**config.mk**
```make
export PLATFORM = sky130hd
export DESIGN_NAME = position_hint_scanner
export DESIGN_NICKNAME = d
export VERILOG_FILES = /design/src/hdl/phs_pkg.sv /design/src/hdl/phs_scan.sv /design/src/hdl/phs_out_reg.sv /design/src/hdl/position_hint_scanner.sv
export SDC_FILE = /design/constraint.sdc
export NUM_CORES = 1
export LEC_CHECK = 0
export ABC_AREA = 1
export BUFFER_PORTS_ARGS = -buffer_cell sky130_fd_sc_hd__buf_2
export CAP_MARGIN = 20
export CORE_MARGIN = 3
export CORE_UTILIZATION = 45
export DETAILED_ROUTE_END_ITERATION = 12
export PLACE_DENSITY = 0.67
export RECOVER_POWER = 100
export REMOVE_ABC_BUFFERS = 1
export SYNTH_ARGS = -nofsm -noshare
export SYNTH_HDL_FRONTEND = slang
export SYNTH_SLANG_ARGS = --single-unit
```
**constraint.sdc**
```tcl
create_clock -name clock -period 8.69 [get_ports clock]
set_input_delay 1.738 -clock clock [delete_from_list [all_inputs] [get_ports clock]]
set_output_delay 1.738 -clock clock [all_outputs]
set_load 0.05 [all_outputs]
```
**src/hdl/phs_pkg.sv**
```systemverilog
// Package for the position hint scanner: scan modes, result record and helpers.
// Used by phs_scan, phs_out_reg and position_hint_scanner; depends on nothing.
`timescale 1ns / 1ps

package phs_pkg;

   // Longest comment that is still scanned, in characters
   localparam int MAX_LEN = 4096;
   // Character counter saturates at MAX_LEN + 1
   localparam int CNT_W = $clog2(MAX_LEN + 2);
   // Headroom so that the counter can be zero-extended to any index field
   localparam int EXT_W = CNT_W + 14;

   localparam int BEGIN_W = 12;
   localparam int END_W   = 13;
   localparam int MAG_W   = 31;
   localparam int ACC_W   = MAG_W + 4;

   localparam logic [ACC_W-1:0] INT_LIMIT = ACC_W'(32'h7FFF_FFFF);

   localparam logic [7:0] CH_AT    = 8'h40;
   localparam logic [7:0] CH_P     = 8'h70;
   localparam logic [7:0] CH_O     = 8'h6F;
   localparam logic [7:0] CH_S     = 8'h73;
   localparam logic [7:0] CH_SPACE = 8'h20;
   localparam logic [7:0] CH_TAB   = 8'h09;
   localparam logic [7:0] CH_PLUS  = 8'h2B;
   localparam logic [7:0] CH_MINUS = 8'h2D;
   localparam logic [7:0] CH_ZERO  = 8'h30;
   localparam logic [7:0] CH_NINE  = 8'h39;

   typedef enum logic [3:0] {
      MODE_SEARCH,
      MODE_NEED_SPACE,
      MODE_SKIP1,
      MODE_SIGN1,
      MODE_DIG1,
      MODE_SKIP2,
      MODE_SIGN2,
      MODE_DIG2,
      MODE_DONE
   } mode_type;

   typedef struct packed {
      logic               found;
      logic [31:0]        x;
      logic [31:0]        y;
      logic [BEGIN_W-1:0] ints_begin;
      logic [END_W-1:0]   ints_end;
      logic               too_long;
   } result_type;

   // Expected character of the marker at the given progress
   function automatic logic [7:0] marker_char(input logic [1:0] prog);
      logic [7:0] c;
      unique case (prog)
         2'd0:    c = CH_AT;
         2'd1:    c = CH_P;
         2'd2:    c = CH_O;
         default: c = CH_S;
      endcase
      return c;
   endfunction

   function automatic logic is_blank(input logic [7:0] c);
      return (c == CH_SPACE) || (c == CH_TAB);
   endfunction

   function automatic logic is_digit(input logic [7:0] c);
      return (c >= CH_ZERO) && (c <= CH_NINE);
   endfunction

   function automatic logic is_sign(input logic [7:0] c);
      return (c == CH_PLUS) || (c == CH_MINUS);
   endfunction

   // Two's complement value from sign and magnitude
   function automatic logic [31:0] signed_value(input logic [MAG_W-1:0] mag,
                                                input logic neg);
      logic [31:0] m;
      m = {1'b0, mag};
      return neg ? (32'd0 - m) : m;
   endfunction

endpackage

```
**src/hdl/phs_scan.sv**
```systemverilog
// Scan engine: marker search, number parsing and the result of each comment.
// Depends on phs_pkg.
`timescale 1ns / 1ps

module phs_scan
   import phs_pkg::*;
(
   input  logic       clock,
   input  logic       reset,
   input  logic       step,      // one character is consumed this cycle
   input  logic [7:0] ch,
   input  logic       last,
   output result_type result     // valid in the cycle of a last character
);

   mode_type               mode_ff, mode_in;
   logic [1:0]             prog_ff, prog_in;
   logic [CNT_W-1:0]       count_ff, count_in;
   logic [MAG_W-1:0]       mag_ff, mag_in;
   logic                   neg_ff, neg_in;
   logic [31:0]            first_ff, first_in;
   logic [BEGIN_W-1:0]     begin_ff, begin_in;
   logic [31:0]            held_x_ff, held_x_in;
   logic [31:0]            held_y_ff, held_y_in;
   logic [BEGIN_W-1:0]     held_begin_ff, held_begin_in;
   logic [END_W-1:0]       held_end_ff, held_end_in;

   logic                   over;
   logic [EXT_W-1:0]       idx_ext;
   logic [EXT_W-1:0]       idx_next_ext;
   logic [3:0]             digit;
   logic [ACC_W-1:0]       acc;
   logic                   acc_ok;
   logic [MAG_W-1:0]       digit_mag;
   logic                   fail;

   assign idx_ext      = EXT_W'(count_ff);
   assign idx_next_ext = idx_ext + EXT_W'(1);
   assign digit        = 4'(ch - CH_ZERO);
   assign digit_mag    = MAG_W'(digit);
   // magnitude * 10 + digit
   assign acc    = {mag_ff, 3'b000} + {2'b00, mag_ff, 1'b0} + ACC_W'(digit);
   assign acc_ok = (acc <= INT_LIMIT);

   // Saturating character count and overlong detection
   always_comb begin
      count_in = (count_ff <= CNT_W'(MAX_LEN)) ? count_ff + CNT_W'(1) : count_ff;
      over     = (count_in > CNT_W'(MAX_LEN));
   end

   // Next state for one character
   always_comb begin
      mode_in       = mode_ff;
      prog_in       = prog_ff;
      mag_in        = mag_ff;
      neg_in        = neg_ff;
      first_in      = first_ff;
      begin_in      = begin_ff;
      held_x_in     = held_x_ff;
      held_y_in     = held_y_ff;
      held_begin_in = held_begin_ff;
      held_end_in   = held_end_ff;
      fail          = 1'b0;

      if (!over) begin
         unique case (mode_ff) inside
            MODE_SEARCH: begin
               if (ch == marker_char(prog_ff)) begin
                  if (prog_ff == 2'd3) begin
                     prog_in = 2'd0;
                     mode_in = MODE_NEED_SPACE;
                  end else begin
                     prog_in = prog_ff + 2'd1;
                  end
               end else begin
                  prog_in = {1'b0, ch == CH_AT};
               end
            end
            MODE_NEED_SPACE: begin
               if (is_blank(ch)) mode_in = MODE_SKIP1;
               else fail = 1'b1;
            end
            MODE_SKIP1: begin
               if (!is_blank(ch)) begin
                  begin_in = idx_ext[BEGIN_W-1:0];
                  neg_in   = (ch == CH_MINUS);
                  if (is_sign(ch)) begin
                     mag_in  = '0;
                     mode_in = MODE_SIGN1;
                  end else if (is_digit(ch)) begin
                     mag_in  = digit_mag;
                     mode_in = MODE_DIG1;
                  end else begin
                     fail = 1'b1;
                  end
               end
            end
            MODE_SIGN1, MODE_SIGN2: begin
               // magnitude is zero here, so the first digit always fits
               if (is_digit(ch)) begin
                  mag_in  = digit_mag;
                  mode_in = (mode_ff == MODE_SIGN1) ? MODE_DIG1 : MODE_DIG2;
               end else begin
                  fail = 1'b1;
               end
            end
            MODE_DIG1: begin
               if (is_digit(ch)) begin
                  if (acc_ok) mag_in = acc[MAG_W-1:0];
                  else fail = 1'b1;
               end else if (is_blank(ch)) begin
                  first_in = signed_value(mag_ff, neg_ff);
                  mode_in  = MODE_SKIP2;
               end else if (is_sign(ch)) begin
                  first_in = signed_value(mag_ff, neg_ff);
                  neg_in   = (ch == CH_MINUS);
                  mag_in   = '0;
                  mode_in  = MODE_SIGN2;
               end else begin
                  fail = 1'b1;
               end
            end
            MODE_SKIP2: begin
               if (!is_blank(ch)) begin
                  neg_in = (ch == CH_MINUS);
                  if (is_sign(ch)) begin
                     mag_in  = '0;
                     mode_in = MODE_SIGN2;
                  end else if (is_digit(ch)) begin
                     mag_in  = digit_mag;
                     mode_in = MODE_DIG2;
                  end else begin
                     fail = 1'b1;
                  end
               end
            end
            MODE_DIG2: begin
               if (is_digit(ch)) begin
                  if (acc_ok) mag_in = acc[MAG_W-1:0];
                  else fail = 1'b1;
               end else if (is_blank(ch)) begin
                  held_x_in     = first_ff;
                  held_y_in     = signed_value(mag_ff, neg_ff);
                  held_begin_in = begin_ff;
                  held_end_in   = idx_ext[END_W-1:0];
                  mode_in       = MODE_DONE;
               end else begin
                  fail = 1'b1;
               end
            end
            MODE_DONE: begin
               // first hint is kept, later characters are only counted
            end
            default: begin
               mode_in = MODE_SEARCH;
            end
         endcase

         // Failed candidate: the character is looked at again as a marker start
         if (fail) begin
            mode_in = MODE_SEARCH;
            prog_in = {1'b0, ch == CH_AT};
         end
      end
   end

   // Result of the comment, taken on its last character
   always_comb begin
      result = '0;
      if (over) begin
         result.too_long = 1'b1;
      end else if (mode_in == MODE_DIG2) begin
         // comment ends inside the second integer
         result.found      = 1'b1;
         result.x          = first_in;
         result.y          = signed_value(mag_in, neg_in);
         result.ints_begin = begin_in;
         result.ints_end   = idx_next_ext[END_W-1:0];
      end else if (mode_in == MODE_DONE) begin
         result.found      = 1'b1;
         result.x          = held_x_in;
         result.y          = held_y_in;
         result.ints_begin = held_begin_in;
         result.ints_end   = held_end_in;
      end
   end

   // Control state; a last character returns the scanner to its start
   always_ff @(posedge clock) begin
      if (reset) begin
         mode_ff  <= MODE_SEARCH;
         prog_ff  <= 2'd0;
         count_ff <= '0;
      end else if (step) begin
         if (last) begin
            mode_ff  <= MODE_SEARCH;
            prog_ff  <= 2'd0;
            count_ff <= '0;
         end else begin
            mode_ff  <= mode_in;
            prog_ff  <= prog_in;
            count_ff <= count_in;
         end
      end
   end

   // Number and hint payload
   always_ff @(posedge clock) begin
      if (step) begin
         mag_ff        <= mag_in;
         neg_ff        <= neg_in;
         first_ff      <= first_in;
         begin_ff      <= begin_in;
         held_x_ff     <= held_x_in;
         held_y_ff     <= held_y_in;
         held_begin_ff <= held_begin_in;
         held_end_ff   <= held_end_in;
      end
   end

endmodule

```
**src/hdl/phs_out_reg.sv**
```systemverilog
// Result register between the scan engine and the result channel.
// Depends on phs_pkg.
`timescale 1ns / 1ps

module phs_out_reg
   import phs_pkg::*;
(
   input  logic       clock,
   input  logic       reset,
   input  logic       load_valid,
   output logic       load_ready,
   input  result_type load_data,
   output logic       out_valid,
   input  logic       out_ready,
   output result_type out_data
);

   logic       valid_ff;
   result_type data_ff;

   // Free when empty or when the held result leaves this cycle
   assign load_ready = !valid_ff || out_ready;
   assign out_valid  = valid_ff;
   assign out_data   = data_ff;

   always_ff @(posedge clock) begin
      if (reset) begin
         valid_ff <= 1'b0;
      end else if (load_ready) begin
         valid_ff <= load_valid;
      end
   end

   always_ff @(posedge clock) begin
      if (load_valid && load_ready) begin
         data_ff <= load_data;
      end
   end

endmodule

```
**src/hdl/position_hint_scanner.sv**
```systemverilog
// Channel   Ports        Payload
// request   req_t*       tdata[7:0] = ch, tlast = last character of a comment
// response  rsp_t*       tdata = found, x, y, ints_begin, ints_end, too_long
//
// One character per cycle sustained while no last character waits for a full
// result register. A result goes from the input register, through one pass of
// the scan engine, into the result register, from which it is offered.
// Only a last character waits for the result register; other characters
// keep moving while a result is stalled on the response side.
// Synchronous active-high reset clears the scan state and both valid flags.
//
// Top level of the position hint scanner; depends on phs_pkg, phs_scan
// and phs_out_reg.
`timescale 1ns / 1ps

module position_hint_scanner
   import phs_pkg::*;
(
   input  logic        clock,
   input  logic        reset,
   input  logic        req_tvalid,
   output logic        req_tready,
   input  logic [7:0]  req_tdata,   // [7:0] ch
   input  logic        req_tlast,
   output logic        rsp_tvalid,
   input  logic        rsp_tready,
   output logic [95:0] rsp_tdata    // found, x, y, ints_begin, ints_end, too_long, pad
);

   logic       in_valid_ff;
   logic [7:0] in_ch_ff;
   logic       in_last_ff;
   logic       advance;
   logic       load_ready;
   result_type scan_result;
   result_type out_result;

   // Character leaves the input register unless it is a last one and the
   // result register is full
   assign advance    = in_valid_ff && (!in_last_ff || load_ready);
   assign req_tready = !in_valid_ff || advance;

   // Input register
   always_ff @(posedge clock) begin
      if (reset) begin
         in_valid_ff <= 1'b0;
      end else if (req_tready) begin
         in_valid_ff <= req_tvalid;
      end
   end

   always_ff @(posedge clock) begin
      if (req_tvalid && req_tready) begin
         in_ch_ff   <= req_tdata;
         in_last_ff <= req_tlast;
      end
   end

   phs_scan u_scan (
      .clock  (clock),
      .reset  (reset),
      .step   (advance),
      .ch     (in_ch_ff),
      .last   (in_last_ff),
      .result (scan_result)
   );

   phs_out_reg u_out_reg (
      .clock      (clock),
      .reset      (reset),
      .load_valid (advance && in_last_ff),
      .load_ready (load_ready),
      .load_data  (scan_result),
      .out_valid  (rsp_tvalid),
      .out_ready  (rsp_tready),
      .out_data   (out_result)
   );

   // Response packing, first field in the lowest bit
   assign rsp_tdata = {5'b00000, out_result.too_long, out_result.ints_end,
                       out_result.ints_begin, out_result.y, out_result.x,
                       out_result.found};

endmodule

```
Word-level counts from Yosys, hierarchy flattened

Index checks and enable logic that the tools add are counted.

Register bits: 286
Input bits: 13
Output and inout bits: 98
Logic and storage cells: 160

Add/subtract/negate cells: 8
Magnitude comparators: 5
Eq/ne operators: 20
Multiplexer cells: 87
Reduce and logical (&&, ||, !) cells: 19

Operators with widths:

| kind                                                             | count |
|---|---|
| two-way mux 32 bit                                               | 15 |
| two-way mux 31 bit                                               | 9 |
| two-way mux 90 bit                                               | 2 |
| case mux 31 bit (4 select lines)                                 | 1 |
| two-way mux 12 bit                                               | 7 |
| two-way mux 13 bit                                               | 6 |
| two-way mux 4 bit                                                | 18 |
| subtractor 1 x 31 -> 32 bit, first input constant                | 2 |
| adder 34 x 32 -> 35 bit                                          | 1 |
| adder 35 x 4 -> 35 bit                                           | 1 |
| less-or-equal comparator 35 x 31 -> 1 bit, second input constant | 1 |
| case mux 4 bit (8 select lines)                                  | 1 |
| adder 13 x 1 -> 13 bit, second input constant                    | 2 |
| == test 8 x 6 -> 1 bit, second input constant                    | 3 |
| == test 4 x 3 -> 1 bit, second input constant                    | 5 |
| case mux 6 bit (3 select lines)                                  | 1 |
| two-way mux 1 bit                                                | 16 |
| two-way mux 8 bit                                                | 2 |
| two-way mux 2 bit                                                | 7 |
| > comparator 13 bit, second input constant                       | 1 |
| less-or-equal comparator 13 bit, second input constant           | 1 |
| == test 4 x 2 -> 1 bit, second input constant                    | 2 |
| == test 4 bit, second input constant                             | 2 |
| == test 8 x 4 -> 1 bit, second input constant                    | 1 |
| other kinds (20)                                                 | 32 |

Depth between registers and ports, before layout

Gate-level depths: netlist of the first run.

Depth in word-level cells: 12
Gate-level depth with buffers: 33
Mapped depth without buffers: 31

Hierarchy

Synthesis of the first run repeated with hierarchy kept, for this count alone.

Cell total of the unflattened synthesis: 2278
Area total of the unflattened synthesis: 18238.7 µm²

Modules (own cells, without submodules):

| module                | instances | cells an instance | area an instance (µm²) | seq. area each (µm²) |
|---|---|---|---|---|
| phs_scan              | 1         | 2156              | 15077.0                | 5335.1 |
| phs_out_reg           | 1         | 97                | 2780.2                 | 2752.6 |
| position_hint_scanner | 1         | 25                | 381.6                  | 290.3 |

Worst setup path before layout of the first run

No wires, ideal clock.

Path kind: input-to-reg
From: in rsp_tready
To: reg u_out_reg.data_ff (netlist bit u_out_reg.out_data[0]) (enable)
Setup time: 445 ps
Arrival time: 7448 ps
Setup slack: 797 ps
Cell stages on the path: 6
Buffers on the path: 0
Cell sequence: nor2_1 nand2_1 nand2_1 inv_1 nand2_1 inv_1

Longest elaborated chain between the ends: 5

Ends and longest elaborated chain:

| element              | line                        | source |
|---|---|---|
| start, declared      | position_hint_scanner.sv:26 | `input logic rsp_tready,` |
| logical OR 1 bit     | phs_out_reg.sv:22           | `assign load_ready = !valid_ff \|\| out_ready;` |
| logical OR 1 bit     | position_hint_scanner.sv:40 | `assign advance = in_valid_ff && (!in_last_ff \|\| load_ready);` |
| logical AND 1 bit    | position_hint_scanner.sv:40 |  |
| named net advance    | position_hint_scanner.sv:33 | `logic advance;` |
| logical AND 1 bit    | position_hint_scanner.sv:71 | `.load_valid (advance && in_last_ff),` |
| logical AND 1 bit    | phs_out_reg.sv:35           | `if (load_valid && load_ready) begin` |
| end signal, assigned | phs_out_reg.sv:36           | `data_ff <= load_data;` |
| end, declared        | phs_out_reg.sv:19           | `result_type data_ff;` |

The timed path passes the listed nets, and every way through them passes these cells.
A chain may end at the register's enable or synchronous reset.

Worst setup path after layout of the first run

From: reg u_scan.mag_ff[2]
To: reg u_out_reg.data_ff (netlist bit u_out_reg.out_data[75]), data pin

Longest elaborated chain between the ends: 12
Elaborated cells between the ends (all ways): 21

Ends and longest elaborated chain:

| element                                     | line                             | source |
|---|---|---|
| start, declared                             | phs_scan.sv:19                   | `logic [MAG_W-1:0] mag_ff, mag_in;` |
| start signal, assigned                      | phs_scan.sv:210                  | `mag_ff <= mag_in;` |
| adder 34 x 32 -> 35 bit                     | phs_scan.sv:42                   | `assign acc = {mag_ff, 3'b000} + {2'b00, mag_ff, 1'b0} + ACC_W'(digit);` |
| adder 35 x 4 -> 35 bit                      | phs_scan.sv:42                   |  |
| less-or-equal comparator 35 x 31 -> 1 bit   | phs_scan.sv:43                   | `assign acc_ok = (acc <= INT_LIMIT);` |
| two-way mux 1 bit                           | phs_scan.sv:109, phs_scan.sv:139 |  |
| two-way mux 1 bit, on equally long branches | phs_scan.sv:138, phs_scan.sv:108 |  |
| case mux 1 bit (5 select lines)             | phs_scan.sv:66                   | `unique case (mode_ff) inside` |
| two-way mux 1 bit                           | phs_scan.sv:65                   | `if (!over) begin` |
| two-way mux 4 bit                           | phs_scan.sv:160                  | `if (fail) begin` |
| two-way mux 4 bit                           | phs_scan.sv:65                   |  |
| == test 4 bit                               | phs_scan.sv:179                  | `end else if (mode_in == MODE_DONE) begin` |
| two-way mux 90 bit                          | phs_scan.sv:179                  |  |
| two-way mux 90 bit (*)                      | phs_scan.sv:172                  | `end else if (mode_in == MODE_DIG2) begin` |

Every way passes the cells marked *; elsewhere a longest branch is shown, timed or not. The select of a mux whose other input is x is not followed.

==> results of run 1 <==
-- path summary, 6_finish.rpt --
path / to / slack (ps) / depth (start not counted)
worst max-delay path: u_out_reg.out_data[75] / 1440 / 21
worst min-delay path: u_scan.count_ff[1] / 510 / 2
worst max register to register: u_out_reg.out_data[75] / 1440 / 21
worst min register to register: u_scan.count_ff[1] / 510 / 2
-- stage by stage --
stage | total power [µW] | hold WS (ps) | cell area (µm²)
2_1_floorplan | 1610 | 466 | 17600
3_3_place_gp | 1630 | 497 | 18900
3_5_place_dp | 1640 | 503 | 18900
4_1_cts | 2900 | 511 | 19800
5_1_grt | 2960 | 546 | 19600
6_report | 2880 | 513 | 19600
-- placed cells by master (no fill, tap or decap), types with 12 or more instances in the layout --
cell,instances
nand2_1,857
edfxtp_1,265
inv_1,230
a21oi_1,171
nor2_1,161
o21ai_0,128
nand3_1,114
clkbuf_1,107
ha_1,69
xor2_1,48
nand4_1,34
clkbuf_16,31
nor3_1,23
dfxtp_1,21
xnor2_1,16
buf_2,12
-- layout make-up --
type	instances	area, µm²
fill	3819	19400
sequential	286	8380
multi-input combinational	1700	8250
inverter	242	912
clock buffer	41	823
tap	518	648
timing repair buffer	119	485
clock inverter	17	141
-- logic make-up (layout without fill, tap and decap cells) --
| kind of cell | Yosys count | in the layout | synth area share [%] |
|---|---|---|---|
| XOR/XNOR | 64 | 64 | 3.12 |
| AO/OA/AOI/OAI | 337 | 337 | 10.1 |
| AND/OR/NAND/NOR | 1223 | 1223 | 27.8 |
| buffers and inverters | 325 | 419 | 7.24 |
| other | 1 | 5 | 0.0209 |
| flip-flops | 286 | 286 | 46.7 |
| adder cells (fa/ha/maj) | 71 | 71 | 5.03 |
-- flip-flops by register name, summed over array words and instances (netlist names), 2 cells and up --
signal / count
u_scan.mode_ff: 4
u_scan.held_y_ff: 32
u_scan.held_end_ff: 13
u_scan.prog_ff: 2
u_scan.held_x_ff: 32
u_scan.begin_ff: 12
u_scan.mag_ff: 31
u_out_reg.out_data: 91
in_ch_ff: 8
u_scan.first_ff: 32
u_scan.count_ff: 13
u_scan.held_begin_ff: 12
-- power by group through the flow --
stage / clock (µW) / sequential [µW] / combinational [µW]
final: 1270 / 1510 / 95.3
after global routing: 1350 / 1510 / 104
after CTS: 1290 / 1510 / 97.7
after detailed placement: 0 / 1540 / 97.7
after global placement: 0 / 1540 / 97.4
after floorplan: 0 / 1550 / 56.2
-- worst max-delay path: stages (launching register included) --
cell and delay (ps):
edfxtp_1 480, inv_1 190, fa_1 480, fa_1 500
inv_1 80, nand4_1 90, nand2_1 160, nand2_1 70
nand2_1 140, nand2_1 90, nand3_1 70, nand2_1 50
nor2_1 1070, nand3_2 570, nand2_1 190, nand2_1 160
o31ai_1 540, nor4_4 80, clkbuf_2 500, clkbuf_2 910
nand2_1 290, a21oi_1 120
-- routing by layer --
metal,track usage (%),vias to the layer above
met2,38.0,506
met5,0,-
li1,-,7750
met1,35.4,7424
met4,6.13,2
met3,2.26,75
==> metrics.cfg, run 1 <==
[outcome]
status = finished, violations left
violations = capacitance limit, slew limit

[routing]
wl_per_cell_um = 17.7
met3_length_um = 3070
dr.pass1.iters = 6
wl_met1_um = 24100
num_vias = 15757
drtIter0Drc = 1288
wl_um = 51700
via_per_inst = 5.39
ant_nets = 0
routed.top_layer = met5
wl_met2_um = 23400
remaining_drc_errors = 0

[logic_synthesis]
synthFlopType = edfxtp_1
yosys-top-cells-count = nand2_1, edfxtp_1, inv_1
synth_area_leaders = edfxtp_1, nand2_1, ha_1
async_reset_ff_share_pct = 0
synth_edf_count = 265
syn_inst = 2307
synth_seq_cells = 286
syn_area_mm2 = 0.0179
synth_warnings = 0
seq_area_frac_synth_pct = 46.7
ys_types = 52
yosysTopAreaCell = edfxtp_1
synthMostInstantiatedCell = nand2_1
avgSynthCellArea_um2 = 7.78
netlist.area_leader.share_pct = 44.3

[grt]
grt_max_degree = 79
grt_usage_pct = 24.0
grt_overflow_total = 0
grt_pass1_wl_um = 81000
antenna_found_initial = 1
grt_pass1_vias = 14889

[die]
die_area_mm2 = 0.0423
coreArea_mm2 = 0.0390
initial_core_util_pct = 46.0
ioPinCount = 111
rows = 72
fp.dieH_um = 206
dieWidth_um = 206

[placement]
gp_congestion = 0.965
dp.cells = 2865
port_buffers = 105
place_ws_ps = 2160
hpwlAfterDp_um = 36900

[final_layout]
nets = 2464
final_util_pct = 50.3
drive_gt1_share_pct = 4.12
num_antenna_cells = 0
fin_cells = 2923
area_growth_pct = 9.45

[timing]
tightest_slew_ps = 2390
finalCriticalPeriod_ps = 7250
finClkSkew_ps = 19.1
tns_ps = 0
hold_viol = 0
rsz0062_at_grt = false
finalSetupViolCount = 0
finalMaxSlewViolations = 361
maxSlewHeadroom_pct = -59.5
fmax_mhz = 138
period_share_pct = 83.4
post-route-worst-setup-slack_ps = 1440

[clocking]
cts_sinks = 286
numCtsBuffers = 31
htreeDepth = 1
cts_setup_buffers = 0
clkLatencyLatePin_ps = 580
cts_hold_buf = 0
clockBufferDepth = 3
cts_root_buf = clkbuf_16
cts_tree = done
clkTransAtPathRegs_ps = 60
cts_resized = 0

[setup_path]
cp-end-kind = flip-flop
critPathLaunch = u_scan.mag_ff[2]
critPathKind = reg -> reg
critPathRequiredTime_ps = 8950
path_max_fanout = 61
r2r-start = u_scan.mag_ff[2]
crit_arrival_ps = 7510
setup.worst_path.start_class = flip-flop

[power]
internal_power_uw = 2250
ir_drop_uv = 163
power.share.sequential_pct = 52.5
pwr-share-clk_pct = 44.2
p_leak_uw = 0.00820
pwr-share-comb_pct = 3.3
swShare_pct = 21.9
p_switching_uw = 631
p_per_area_mw_per_mm2 = 147

[min_path]
min_from = u_scan.count_ff[1]
hold_path.class = reg -> reg

[run]
maxCapViolations = 8

Power figures use the tool's default switching activity.
==> run 2: changes to the inputs <==
ABC_AREA = 0   (was 1)
clock period = 7.5 ns   (was 8.69 ns; I/O delays follow)
==> metrics.cfg, run 2 <==
[timing]
fmax_mhz = 155  ; +12%
period_share_pct = 86.1  ; +2.7 points
finalCriticalPeriod_ps = 6460  ; -790 ps
finalMaxSlewViolations = 310  ; -14%
hold_viol = 0  ; unchanged
tns_ps = 0  ; unchanged
finClkSkew_ps = 17.9  ; -1.18 ps
finalSetupViolCount = 0  ; unchanged
rsz0062_at_grt = false
tightest_slew_ps = 4400  ; +2000 ps
maxSlewHeadroom_pct = -193  ; -130 points

[final_layout]
num_antenna_cells = 0  ; unchanged
fin_area_mm2 = 0.0189  ; -3.9%
area_growth_pct = 9.68
fin_cells = 2210  ; -24%
nets = 1764  ; -28%
drive_gt1_share_pct = 7.47  ; +3.4 points
fill_cells = 3514  ; -8.0%
mostFrequentLayoutCell = edfxtp_1
final_cell_mix = edfxtp_1, nor2_1, a21oi_1
largest_reg_flops = 91  ; unchanged

[logic_synthesis]
muxShareOfSynthArea_pct = 8.56  ; +8.6 points
synthAdderAreaFrac_pct = 5.25  ; +0.21 points
syn_inst = 1616  ; -30%
yosys-top-cells-count = edfxtp_1, nor2_1, a21oi_1
synthXorXnorAreaFrac_pct = 4.73  ; +1.6 points
netlist.area_leader.share_pct = 46.2  ; +1.9 points
seq_area_frac_synth_pct = 48.7  ; +2.0 points
ys_types = 91  ; +75%
synth_compound_area_share_pct = 15.0  ; +4.9 points
yosysTopAreaCell = edfxtp_1
synth_seq_cells = 286  ; unchanged
synthFlopType = edfxtp_1
synthMostInstantiatedCell = edfxtp_1
synth_warnings = 0  ; unchanged
avgSynthCellArea_um2 = 10.7  ; +37%
yosys.area_share.simple_pct = 13.9  ; -14 points
synth_area_leaders = edfxtp_1, mux2_2, ha_1
syn_area_mm2 = 0.0172  ; -4.1%
synth_edf_count = 265  ; unchanged
async_reset_ff_share_pct = 0  ; unchanged
synth_top_family_by_area = compound AO/OA/AOI/OAI gates

[placement]
placed_cell_area_mm2 = 0.0181  ; -4.2%
hpwlAfterDp_um = 29500  ; -20%
gp_congestion = 0.936  ; -3.0%
port_buffers = 105  ; unchanged
dp.cells = 2154  ; -25%

[routing]
ant_nets = 0  ; unchanged
wl_um = 43600  ; -16%
dr.pass1.iters = 6  ; unchanged
wl_per_cell_um = 19.7  ; +11%
drtIter0Drc = 925  ; -28%
via_per_inst = 5.77  ; +7.1%
num_vias = 12759  ; -19%
remaining_drc_errors = 0  ; unchanged

[outcome]
violations = capacitance limit, slew limit
status = finished, violations left

[setup_path]
critPathLaunch = u_scan.count_ff[0]
r2r-start = u_scan.count_ff[0]
setup.worst_path.start_class = flip-flop
cp-end-kind = flip-flop
crit_arrival_ps = 6690  ; -820 ps
ff2ff_setup_slack_ps = 1040  ; -400 ps
rr_worst_depth = 17  ; -19%
critPathKind = reg -> reg
r2r_end = u_out_reg.out_data[47]
path_max_fanout = 26  ; -57%
critPathRequiredTime_ps = 7730  ; -1220 ps

[clocking]
cts_resized = 0  ; unchanged
numCtsBuffers = 34  ; +9.7%
htreeDepth = 2  ; +1
clkLatencyLatePin_ps = 530  ; -50 ps
cts_setup_buffers = 0  ; unchanged
cts_tree = done
clkTransAtPathRegs_ps = 60  ; about the same
cts_hold_buf = 0  ; unchanged
cts_sinks = 286  ; unchanged
cts_root_buf = clkbuf_16
clockBufferDepth = 3  ; unchanged

[die]
rows = 71  ; -1.4%
fp.dieH_um = 202  ; -2.0%
die_area_mm2 = 0.0406  ; -4.0%
ioPinCount = 111  ; unchanged
initial_core_util_pct = 45.7  ; -0.30 points
coreArea_mm2 = 0.0377  ; -3.4%
dieWidth_um = 202  ; -2.0%

[min_path]
holdPathStages = 2  ; unchanged
min_from = in_valid_ff
hold-path-endpoint = in_valid_ff
hold_path.class = reg -> reg

[grt]
grt_pass1_wl_um = 69200  ; -15%
grt_pass1_vias = 12451  ; -16%
grt_usage_pct = 21.0  ; -3.0 points
antenna_found_initial = 0  ; -1
grt_max_degree = 96  ; +22%
grt_overflow_total = 0  ; unchanged

[power]
p_leak_uw = 0.00632  ; -23%
p_per_area_mw_per_mm2 = 194  ; +32%
ir_drop_uv = 160  ; -1.7%

[run]
maxCapViolations = 5  ; -3

[run 2: report_power, final]
group	total (µW)	internal [µW]	leakage, µW	switching [µW]
clock	1520	883	0.000485	637
sequential	1800	1770	0.00243	29.8
combinational	341	107	0.00341	233
total	3660	2760	0.00632	900
[run 2: cell type report]
type                       count  area, µm²  share of cell area [%]
sequential                   286       8380                    44.4
multi-input combinational   1184       8130                    43.1
clock buffer                  41        898                    4.76
tap                          511        639                    3.39
timing repair buffer         122        531                    2.81
inverter                      52        201                    1.07
clock inverter                14        101                   0.537
[run 2: kinds of logic after synthesis]
family	after synthesis
AND/OR/NAND/NOR	477
AO/OA/AOI/OAI	402
flip-flops	286
buffers and inverters	150
multiplexers	136
XOR/XNOR	93
adder cells (fa/ha/maj)	71
other	1
[run 2: worst max-delay path by stage]
stage                             endpoint  cells after the start
finish              u_out_reg.out_data[47]                     17
global route        u_out_reg.out_data[27]                     19
CTS                 u_out_reg.out_data[56]                     21
detailed placement  u_out_reg.out_data[56]                     21
global placement    u_out_reg.out_data[56]                     21
floorplan            u_out_reg.out_data[0]                      6
[run 2: layer usage]
metal / share of wire (%) / global-route usage (%)
met5: 0 / 0
met4: 1.9 / 4.83
met1: 46 / 29.5
met3: 5.5 / 3.30
met2: 46 / 34.3
[run 2: metrics by stage]
step	worst slack (ps)	util, %	hold WS [ps]	power, µW
2_1_floorplan	-496	-	534	2080
3_3_place_gp	1720	48.0	515	2170
3_5_place_dp	1610	48.0	520	2170
4_1_cts	1590	50.7	530	3700
5_1_grt	614	50.1	560	3790
6_report	1040	50.1	533	3660
[run 2: critical path: stages (launching register included)]
cell and delay (ps):
dfxtp_1 540, inv_1 140, ha_1 210, nor4b_1 150
a31o_1 380, or4_1 440, o41a_1 150, o31ai_4 520
inv_1 700, nor2_1 530, a21o_1 500, clkbuf_1 640
a22o_1 390, nor3_1 100, and4b_1 310, a21oi_1 200
xnor2_1 140, o21ai_0 100
